## src/design/dfcc_pkg.sv

```systemverilog
// Shared types and constants for the DLE frame CRC-16 checker.
// No dependencies; imported by every module of the block.
package dfcc_pkg;

    typedef enum logic [2:0] {
        ERR_NONE    = 3'd0,
        ERR_SHORT   = 3'd1,
        ERR_HEADER  = 3'd2,
        ERR_CRC     = 3'd3,
        ERR_TRAILER = 3'd4,
        ERR_LONG    = 3'd5
    } t_err_code;

    typedef struct packed {
        logic [7:0] data;
        logic       last;
    } t_beat;

    localparam int unsigned LEN_W         = 12;
    localparam logic [LEN_W-1:0] MIN_LEN_RESET = 12'd81;
    localparam int unsigned HEADER_BYTES  = 9;
    localparam int unsigned CRC_START_IDX = 6;   // byte index 2 leaves the delay line here

    localparam logic [15:0] CRC_POLY_REFL = 16'hA001;  // 0x8005 bit-reversed
    localparam logic [7:0]  BYTE_DLE      = 8'h10;
    localparam logic [7:0]  BYTE_STX      = 8'h02;
    localparam logic [7:0]  BYTE_ETX      = 8'h03;
    localparam logic [7:0]  BYTE_CMD_HI   = 8'h00;
    localparam logic [7:0]  BYTE_CMD_LO   = 8'h05;

endpackage

```

## src/design/dfcc_crc16_byte.sv

```systemverilog
// Byte-wide CRC-16/ARC update, eight reflected shift steps unrolled.
// Depends on dfcc_pkg for the reflected polynomial.
module dfcc_crc16_byte
    import dfcc_pkg::*;
(
    input  logic [15:0] i_crc,
    input  logic [7:0]  i_data,
    output logic [15:0] o_crc
);

    always_comb begin
        logic [15:0] c;
        c = i_crc ^ {8'h00, i_data};
        for (int k = 0; k < 8; k++) begin
            if (c[0]) begin
                c = (c >> 1) ^ CRC_POLY_REFL;
            end else begin
                c = c >> 1;
            end
        end
        o_crc = c;
    end

endmodule

```

## src/design/dfcc_frame_core.sv

```systemverilog
// Frame state (count, CRC, tail delay, header flag, overflow flag) and the result register.
// Depends on dfcc_pkg and dfcc_crc16_byte.
module dfcc_frame_core
    import dfcc_pkg::*;
#(
    parameter int unsigned MAX_FRAME_BYTES = 4095
) (
    input  logic             i_clk,
    input  logic             i_rst_n,
    input  logic             i_go,
    input  t_beat            i_beat,
    input  logic [LEN_W-1:0] i_min_len,
    input  logic             i_out_ready,
    output logic             o_out_free,
    output logic             o_valid,
    output logic             o_frame_ok,
    output logic [2:0]       o_error_code,
    output logic [LEN_W-1:0] o_frame_length
);

    localparam int unsigned CW   = $clog2(MAX_FRAME_BYTES + 1);
    localparam int unsigned CMPW = (CW > LEN_W) ? CW : LEN_W;
    localparam logic [CW-1:0] CNT_MAX = CW'(MAX_FRAME_BYTES);

    logic [CW-1:0] r_count, n_count;
    logic [15:0]   r_crc, n_crc;
    logic [7:0]    r_tail [4];
    logic [7:0]    n_tail [4];
    logic          r_hdr, n_hdr;
    logic          r_ovf, n_ovf;
    logic          r_o_valid;
    logic          r_o_ok;
    t_err_code     r_o_code, n_code;
    logic [LEN_W-1:0] r_o_len;

    logic [15:0]     crc_upd;
    logic            hdr_fail;
    logic [CMPW-1:0] cnt_ext;
    logic [CMPW-1:0] min_ext;

    dfcc_crc16_byte u_crc (
        .i_crc  (r_crc),
        .i_data (r_tail[3]),
        .o_crc  (crc_upd)
    );

    always_comb begin
        hdr_fail = ((r_count == CW'(0)) && (i_beat.data != BYTE_DLE))
                || ((r_count == CW'(1)) && (i_beat.data != BYTE_STX))
                || ((r_count == CW'(7)) && (i_beat.data != BYTE_CMD_HI))
                || ((r_count == CW'(8)) && (i_beat.data != BYTE_CMD_LO));
        n_hdr = r_hdr & ~hdr_fail;

        n_crc = (r_count >= CW'(CRC_START_IDX)) ? crc_upd : r_crc;

        n_tail[0] = i_beat.data;
        n_tail[1] = r_tail[0];
        n_tail[2] = r_tail[1];
        n_tail[3] = r_tail[2];

        if (r_count < CNT_MAX) begin
            n_count = r_count + CW'(1);
            n_ovf   = r_ovf;
        end else begin
            n_count = r_count;
            n_ovf   = 1'b1;
        end

        cnt_ext = CMPW'(n_count);
        min_ext = CMPW'(i_min_len);

        priority if (n_ovf) begin
            n_code = ERR_LONG;
        end else if (cnt_ext < min_ext) begin
            n_code = ERR_SHORT;
        end else if (!n_hdr || (n_count < CW'(HEADER_BYTES))) begin
            n_code = ERR_HEADER;
        end else if ((n_tail[3] != n_crc[7:0]) || (n_tail[2] != n_crc[15:8])) begin
            n_code = ERR_CRC;
        end else if ((n_tail[1] != BYTE_DLE) || (n_tail[0] != BYTE_ETX)) begin
            n_code = ERR_TRAILER;
        end else begin
            n_code = ERR_NONE;
        end
    end

    // frame state: a final byte returns everything to the reset values
    always_ff @(posedge i_clk) begin
        if (!i_rst_n) begin
            r_count <= '0;
            r_crc   <= '0;
            r_hdr   <= 1'b1;
            r_ovf   <= 1'b0;
            for (int k = 0; k < 4; k++) r_tail[k] <= '0;
        end else if (i_go) begin
            if (i_beat.last) begin
                r_count <= '0;
                r_crc   <= '0;
                r_hdr   <= 1'b1;
                r_ovf   <= 1'b0;
                for (int k = 0; k < 4; k++) r_tail[k] <= '0;
            end else begin
                r_count <= n_count;
                r_crc   <= n_crc;
                r_hdr   <= n_hdr;
                r_ovf   <= n_ovf;
                for (int k = 0; k < 4; k++) r_tail[k] <= n_tail[k];
            end
        end
    end

    assign o_out_free = !r_o_valid || i_out_ready;

    always_ff @(posedge i_clk) begin
        if (!i_rst_n) begin
            r_o_valid <= 1'b0;
        end else if (i_go && i_beat.last) begin
            r_o_valid <= 1'b1;
        end else if (i_out_ready) begin
            r_o_valid <= 1'b0;
        end
    end

    always_ff @(posedge i_clk) begin
        if (i_go && i_beat.last) begin
            r_o_ok   <= (n_code == ERR_NONE);
            r_o_code <= n_code;
            r_o_len  <= cnt_ext[LEN_W-1:0];
        end
    end

    assign o_valid        = r_o_valid;
    assign o_frame_ok     = r_o_ok;
    assign o_error_code   = r_o_code;
    assign o_frame_length = r_o_len;

endmodule

```

## src/design/dle_frame_crc16_checker_top.sv

```systemverilog
// DLE frame checker with CRC-16/ARC: one byte per cycle, one verdict per frame.
// A final byte passes the input register, then the result register, before o_valid rises.
// Throughput: one byte per cycle; the byte-wide unrolled CRC update sits between the two registers.
// A non-final byte never waits on the output side; a final byte waits only while a verdict is held.
// Synchronous active-low reset clears frame state, the valid flags of both stages, and sets min_frame_length to 81.
// Depends on dfcc_pkg and dfcc_frame_core.
module dle_frame_crc16_checker_top
    import dfcc_pkg::*;
#(
    parameter int unsigned MAX_FRAME_BYTES = 4095
) (
    input  logic             i_clk,
    input  logic             i_rst_n,
    input  logic             i_valid,
    output logic             o_ready,
    input  logic [7:0]       i_data_byte,
    input  logic             i_last_byte,
    input  logic             i_cfg_valid,
    output logic             o_cfg_ready,
    input  logic [LEN_W-1:0] i_cfg_data,
    output logic             o_valid,
    input  logic             i_ready,
    output logic             o_frame_ok,
    output logic [2:0]       o_error_code,
    output logic [LEN_W-1:0] o_frame_length
);

    logic             r_s1_valid;
    t_beat            r_s1_beat;
    logic [LEN_W-1:0] r_min_len;
    logic             out_free;
    logic             s1_go;

    assign s1_go       = r_s1_valid && (!r_s1_beat.last || out_free);
    assign o_ready     = !r_s1_valid || s1_go;
    assign o_cfg_ready = 1'b1;

    always_ff @(posedge i_clk) begin
        if (!i_rst_n) begin
            r_min_len <= MIN_LEN_RESET;
        end else if (i_cfg_valid) begin
            r_min_len <= i_cfg_data;
        end
    end

    always_ff @(posedge i_clk) begin
        if (!i_rst_n) begin
            r_s1_valid <= 1'b0;
        end else if (o_ready) begin
            r_s1_valid <= i_valid;
        end
    end

    always_ff @(posedge i_clk) begin
        if (o_ready && i_valid) begin
            r_s1_beat.data <= i_data_byte;
            r_s1_beat.last <= i_last_byte;
        end
    end

    dfcc_frame_core #(
        .MAX_FRAME_BYTES (MAX_FRAME_BYTES)
    ) u_core (
        .i_clk          (i_clk),
        .i_rst_n        (i_rst_n),
        .i_go           (s1_go),
        .i_beat         (r_s1_beat),
        .i_min_len      (r_min_len),
        .i_out_ready    (i_ready),
        .o_out_free     (out_free),
        .o_valid        (o_valid),
        .o_frame_ok     (o_frame_ok),
        .o_error_code   (o_error_code),
        .o_frame_length (o_frame_length)
    );

endmodule

```

## config.mk

```make
export PLATFORM = sky130hd
export DESIGN_NAME = dle_frame_crc16_checker_top
export DESIGN_NICKNAME = d
export VERILOG_FILES = /design/src/design/dfcc_pkg.sv /design/src/design/dfcc_crc16_byte.sv /design/src/design/dfcc_frame_core.sv /design/src/design/dle_frame_crc16_checker_top.sv
export SDC_FILE = /design/constraint.sdc
export NUM_CORES = 1
export LEC_CHECK = 0
export ABC_CLOCK_PERIOD_IN_PS = 8600
export BUFFER_PORTS_ARGS = -buffer_cell sky130_fd_sc_hd__buf_4
export CORE_UTILIZATION = 30
export DETAILED_ROUTE_END_ITERATION = 6
export GPL_ROUTABILITY_DRIVEN = 0
export MAX_ROUTING_LAYER = met4
export PLACE_DENSITY = 0.45
export SYNTH_ARGS = -nofsm -noshare
export SYNTH_HDL_FRONTEND = slang
export SYNTH_SLANG_ARGS = --single-unit
```

## constraint.sdc

```tcl
create_clock -name i_clk -period 8.6 [get_ports i_clk]
set_input_delay 0.43 -clock i_clk [delete_from_list [all_inputs] [get_ports i_clk]]
set_output_delay 0.43 -clock i_clk [all_outputs]
set_load 0.05 [all_outputs]
```

==> results.cfg, run 1 <==
[outcome]
status = completed

[floorplanning]
core_area_um2 = 16500
ioPinCount = 45
fp.dieH_um = 132
rows = 47
die_area_um2 = 17300
start_util = 0.306
die_w_um = 132

[pwr]
netSwitchingPower_mw = 0.276
p_clk_frac = 0.411
swShare = 0.244
total_power_mw = 1.13
ir_drop_mv = 0.0971
p_seq_frac = 0.474
combPwrFrac = 0.116
power_leakage_nw = 2.33
power_density_nw_per_um2 = 192
power.internal_mw = 0.858

[grt]
grt_usage = 0.144
grt_pass1_wl_mm = 18.9
grt_pass1_vias = 3488
antenna_found_initial = 0
grt_max_degree = 48
grt-ovfl-total = 0

[route]
wl_mm = 11.6
drt-vias-per-instance = 4.88
ant_nets = 0
first_iter_violations = 201
drtPass1Iterations = 4
num_vias = 3518
wl_per_cell_um = 16.1
drc = 0

[synth]
synth.distinct_cells = 56
syn_nets = 502
synth_edf_count = 49
synth.top_cell.area_share = 0.292
syn_inst = 461
synth_seq_cells = 101
synthesis.area_um2 = 5040
yosysTopAreaCell = edfxtp_1
ys.flop_type = dfxtp_1
syn_avg_cell_area_um2 = 10.9
ys_seq_area_frac = 0.499
synthArstFlopShare = 0
yosysWarnings = 0
synth_area_leaders = edfxtp_1 (29%), dfxtp_1 (21%), mux2i_1 (5.0%), ha_1 (3.7%), a22o_1 (3.5%)

[timing]
report.final.slew_viol_count = 0
skew_ns = 0.0108
setup_viol = 0
finalCriticalPeriod_ns = 3.81
period_share = 0.443
hold_viol = 0
setup_tns_ns = 0
max_slew_margin = 0.230
tightestPinTransition_ns = 1.15
fmax_mhz = 262
holdWs_ns = 0.254
rsz0062_at_grt = no

[layout]
final_cell_mix = dfxtp_1 (52), edfxtp_1 (49), buf_4 (46)
areaGrowthSynthToFinish_pct = 17.1
fin_nets = 537
final_layout_size_suffix_gt1_frac = 0.148
multiInputGateArea_um2 = 2320
seqCellArea_um2 = 2510
num-fill-cells = 1659
diodes = 0
final_common_cell = dfxtp_1

[cts]
root_buffer = clkbuf_16
h-tree-depth = 3
clk_path_buf_depth = 2
cts_resized = 0
postCtsSetupBuffers = 0
numClockSinks = 101
tritoncts = done
clkTransAtPathRegs_ns = 0.07
clk_latency_ns = 0.35
postCtsHoldBufs = 0
numCtsBuffers = 9

[placement]
port_buffers = 43
dp_hpwl_mm = 8.47

[critical_path]
critPathMaxFanout = 10
startpoint_type = flip-flop
criticalPathCategory = flip-flop to flip-flop
cp.required_ns = 8.70
arrival_ns = 3.92
r2r_cells = 12
end_kind = flip-flop

[hold_path]
hold_depth = 1
min_path_type = input port to flip-flop

[flow_run]
cap_violations = 0
==> critical path, cell delays in order (launching register included) <==
cell	delay (ns)
dfxtp_1	0.46
ha_1	0.31
and4_1	0.41
nand4_2	0.30
a41oi_1	0.56
ha_1	0.34
a21o_1	0.19
a21o_1	0.17
a21oi_1	0.16
nor2_1	0.06
nor4_1	0.32
nand2b_1	0.22
nor2b_1	0.06
==> per-layer routing <==
metal  track usage  wire, µm  vias up
li1              -         -     1757
met2         0.204      5000       70
met3        0.0228       379       16
met4        0.0601       192        0
met5             -         0        -
met1         0.203      6020     1675
==> per-stage QoR <==
stage,instances,instance area [µm²],util,setup WS [ns]
floorplan,461,5040,-,5.50
global placement,705,5560,0.338,4.96
detailed placement,705,5560,0.338,4.87
CTS,721,5900,0.358,4.83
global route,721,5900,0.358,4.56
finish,721,5900,0.358,4.79
==> final timing paths <==
path	start	end	slack [ns]
worst max-delay path	u_core.r_count[0]$_SDFFE_PN0P_	u_core.o_error_code[1]$_DFFE_PP_	4.79
worst max register to register	u_core.r_count[0]$_SDFFE_PN0P_	u_core.o_error_code[1]$_DFFE_PP_	4.79
worst min-delay path	i_data_byte[1]	r_s1_beat[2]$_DFFE_PP_	0.25
worst min register to register	r_min_len[0]$_SDFFE_PN1P_	r_min_len[0]$_SDFFE_PN1P_	0.47
==> power groups by stage <==
stage | clock, mW | combinational (mW) | sequential, mW
floorplan | 0 | 0.0851 | 0.551
global placement | 0 | 0.132 | 0.547
detailed placement | 0 | 0.132 | 0.549
CTS | 0.482 | 0.133 | 0.537
global route | 0.501 | 0.145 | 0.540
finish | 0.466 | 0.131 | 0.537
==> cells by family after synthesis <==
family                   count (synthesis)  share of synthesized area
adder cells (fa/ha/maj)                 15                     0.0372
multiplexers                            27                     0.0541
AND/OR/NAND/NOR                        140                      0.167
flip-flops                             101                      0.499
AO/OA/AOI/OAI                           88                      0.125
buffers and inverters                   49                     0.0405
XOR/XNOR                                40                     0.0767
other                                    1                   0.000744
==> synthesized netlist by cell type, types with 3 or more instances <==
| cell | number |
|---|---|
| o31ai_1 | 3 |
| nand2_1 | 24 |
| dfxtp_1 | 52 |
| a21oi_1 | 10 |
| a21o_1 | 4 |
| and4_1 | 3 |
| nand3_1 | 10 |
| and2_1 | 6 |
| inv_1 | 27 |
| ha_1 | 15 |
| nor2b_1 | 27 |
| nor2_1 | 14 |
| nand4_1 | 12 |
| nor3_1 | 3 |
| a22o_1 | 20 |
| xnor2_1 | 19 |
| o21ai_0 | 14 |
| edfxtp_1 | 49 |
| o211ai_1 | 4 |
| xor2_1 | 18 |
| a31oi_1 | 6 |
| a41oi_1 | 3 |
| mux2i_1 | 25 |
| a22oi_1 | 8 |
| nor4_1 | 3 |
| clkbuf_1 | 17 |
| nand2b_1 | 5 |
| and3_1 | 22 |
==> layout make-up <==
cell class | count | area share
clock buffer | 11 | 0.0447
inverter | 27 | 0.0172
clock inverter | 5 | 0.0134
tap | 220 | 0.0466
multi-input combinational | 311 | 0.394
sequential | 101 | 0.426
timing repair buffer | 46 | 0.0585
==> registers in the layout, summed over array words and instances, names as in the netlist <==
register	cells
u_core.o_error_code	3
u_core.o_frame_ok	1
r_min_len	12
u_core.o_valid	1
u_core.r_crc	16
u_core.r_ovf	1
r_s1_beat	9
r_s1_valid	1
u_core.r_hdr	1
u_core.r_count	12
u_core.o_frame_length	12
u_core.r_tail	32
Power figures use the tool's default switching activity.
==> run 2, diff against run 1 <==
Settings changed: ABC_AREA from default to 1, ABC_CLOCK_PERIOD_IN_PS 8600 to 3410, PLACE_DENSITY 0.45 to 0.46.
Clock period 8.6 ns to 3.41 ns, I/O delays scaled along.
==> run 2 against run 1 <==
Effect of this change:
- worst hold slack worse by 0.22 ns
- critical path type unchanged
- combinational power up 82%
- sequential share of layout area down 2.7 points
- global-route usage up 1.8 points
==> results.cfg, run 2 <==
[timing]
tightestPinTransition_ns = 0.713
fmax_mhz = 340
setup_tns_ns = 0
finalCriticalPeriod_ns = 2.94
report.final.slew_viol_count = 0
period_share = 0.864
rsz0062_at_grt = no
setup_viol = 0
max_slew_margin = 0.524
skew_ns = 0.00957
hold_viol = 0

[cts]
clk_latency_ns = 0.35
numCtsBuffers = 9
numClockSinks = 101
h-tree-depth = 3
clk_path_buf_depth = 2
postCtsSetupBuffers = 0
clkTransAtPathRegs_ns = 0.07
root_buffer = clkbuf_16
tritoncts = done

[grt]
antenna_found_initial = 0
grt_pass1_vias = 4516
grt_usage = 0.162
grt_pass1_wl_mm = 22.3
grt_max_degree = 42
grt-ovfl-total = 0

[route]
first_iter_violations = 320
wl_mm = 13.5
wl_per_cell_um = 13.6
num_vias = 4669
drc = 0
ant_nets = 0
drt-vias-per-instance = 4.70
drtPass1Iterations = 5

[synth]
syn_inst = 714
synthesis.area_um2 = 5370
synthArstFlopShare = 0
syn_avg_cell_area_um2 = 7.52
yosysWarnings = 0
synthTopCellsByCount = nand2_1 (210), inv_1 (118), nand3_1 (72)
synth_area_leaders = edfxtp_1 (27%), dfxtp_1 (19%), nand2_1 (15%), inv_1 (8.2%), nand3_1 (6.7%)
yosysTopAreaCell = edfxtp_1
synth_seq_cells = 101
ys.flop_type = dfxtp_1
ys_seq_area_frac = 0.468
synth_edf_count = 49
synth_most_common_cell = nand2_1
synth.top_cell.area_share = 0.274
syn_nets = 755
synth.distinct_cells = 37

[floorplanning]
fp.dieH_um = 136
die_area_um2 = 18400
start_util = 0.308
core_area_um2 = 17400
ioPinCount = 45
die_w_um = 136
rows = 48

[layout]
final_cell_mix = nand2_1 (210), inv_1 (118), nand3_1 (72)
final_layout_size_suffix_gt1_frac = 0.105
fin_nets = 806
reg_top3 = u_core.r_tail: 32 flops, u_core.r_crc: 16 flops
seqCellArea_um2 = 2510
final_common_cell = nand2_1
num-fill-cells = 1792
diodes = 0
multiInputGateArea_um2 = 2290
largest_reg_flops = 32
largest_register = u_core.r_tail
final_area_um2 = 6290
areaGrowthSynthToFinish_pct = 17.2

[critical_path]
criticalPathCategory = flip-flop to flip-flop
cp.required_ns = 3.50
arrival_ns = 3.03
startpoint_type = flip-flop
end_kind = flip-flop
critPathMaxFanout = 6

[pwr]
ir_drop_mv = 0.246
p_seq_frac = 0.515
netSwitchingPower_mw = 0.627
swShare = 0.242
power_leakage_nw = 2.94
power.internal_mw = 1.96
combPwrFrac = 0.092
p_clk_frac = 0.392
power_density_nw_per_um2 = 411

[placement]
port_buffers = 43
dp_hpwl_mm = 9.84
place_area_um2 = 5920

[hold_path]
min_path_type = input port to flip-flop

[outcome]
status = completed

[flow_run]
cap_violations = 0
==> run 2: changes by cell type after synthesis, sizes merged, moves of 9 or more <==
cell   before  now
nand2      24  217
xnor2      20    2
o21ai      16   34
a21oi      10   19
inv        27  125
and3       22    0
xor2       18    8
nand3      10   73
nor2       14   53
o22ai       0   23
a22o       20    0
nor2b      27    0
mux2i      25    0
==> run 2: routing by layer <==
layer  vias to the layer above  GRT usage  wire [µm]
met2                        90      0.247       6070
met1                      2161      0.220       6840
met4                         0     0.0593        197
met5                         -          -          0
met3                        18     0.0191        376
li1                       2400          -          -
==> run 2: stage by stage <==
stage / setup slack [ns] / hold slack [ns] / utilization / cells / power [mW]
3_3_place_gp: 0.583 / 0.348 / 0.340 / 970 / 1.59
5_1_grt: 0.134 / 0.0528 / 0.361 / 994 / 2.70
6_report: 0.465 / 0.0389 / 0.361 / 994 / 2.59
4_1_cts: 0.491 / 0.0245 / 0.361 / 994 / 2.62
3_5_place_dp: 0.498 / 0.350 / 0.340 / 970 / 1.59
2_1_floorplan: 0.915 / 0.269 / - / 714 / 1.50
==> run 2: logic make-up after synthesis <==
| kind of cell | count (synthesis) | synth area share |
|---|---|---|
| flip-flops | 101 | 0.468 |
| AO/OA/AOI/OAI | 83 | 0.0874 |
| buffers and inverters | 143 | 0.105 |
| XOR/XNOR | 10 | 0.0163 |
| AND/OR/NAND/NOR | 361 | 0.288 |
| adder cells (fa/ha/maj) | 15 | 0.0349 |
| other | 1 | 0.000698 |
==> run 2: layout make-up <==
class | instances | area share
flip-flops and latches | 101 | 0.399
multi-input cells | 470 | 0.364
inverters | 126 | 0.0752
repair buffers | 57 | 0.0716
well taps | 225 | 0.0447
clock buffers | 11 | 0.0370
clock inverters | 4 | 0.00776
==> run 2: final timing paths <==
path,from,endpoint,slack (ns),depth (start not counted)
worst max-delay path,u_core.r_count[1]$_SDFFE_PN0P_,u_core.o_error_code[0]$_DFFE_PP_,0.47,14
worst min-delay path,i_cfg_data[6],r_min_len[6]$_SDFFE_PN1P_,0.04,3
worst max register to register,u_core.r_count[1]$_SDFFE_PN0P_,u_core.o_error_code[0]$_DFFE_PP_,0.47,14
worst min register to register,u_core.r_hdr$_SDFFE_PN1P_,u_core.r_hdr$_SDFFE_PN1P_,0.46,1
==> run 2: critical path, cell delays in order, from the launching register on <==
cell and delay, ns:
dfxtp_1 0.43, ha_1 0.27, nand4_1 0.17, nor2_2 0.22
nand2_1 0.07, o21ai_0 0.35, inv_1 0.13, ha_1 0.29
nand2_1 0.06, inv_1 0.05, nand3_1 0.10, o221ai_1 0.18
inv_1 0.08, a21oi_1 0.18, o21ai_1 0.10
==> run 2: power groups by stage <==
stage	registers, mW	logic [mW]	clock network [mW]
after floorplan	1.37	0.134	0
after global placement	1.36	0.229	0
after detailed placement	1.36	0.231	0
after CTS	1.33	0.240	1.05
after global routing	1.34	0.268	1.09
final	1.33	0.239	1.01
==> run 2: timing repair <==
action / 4_1_cts / 5_1_grt
hold buffers: 9 / 0
resized for setup: 0 / 0
hold endpoints to repair: 9 / 0
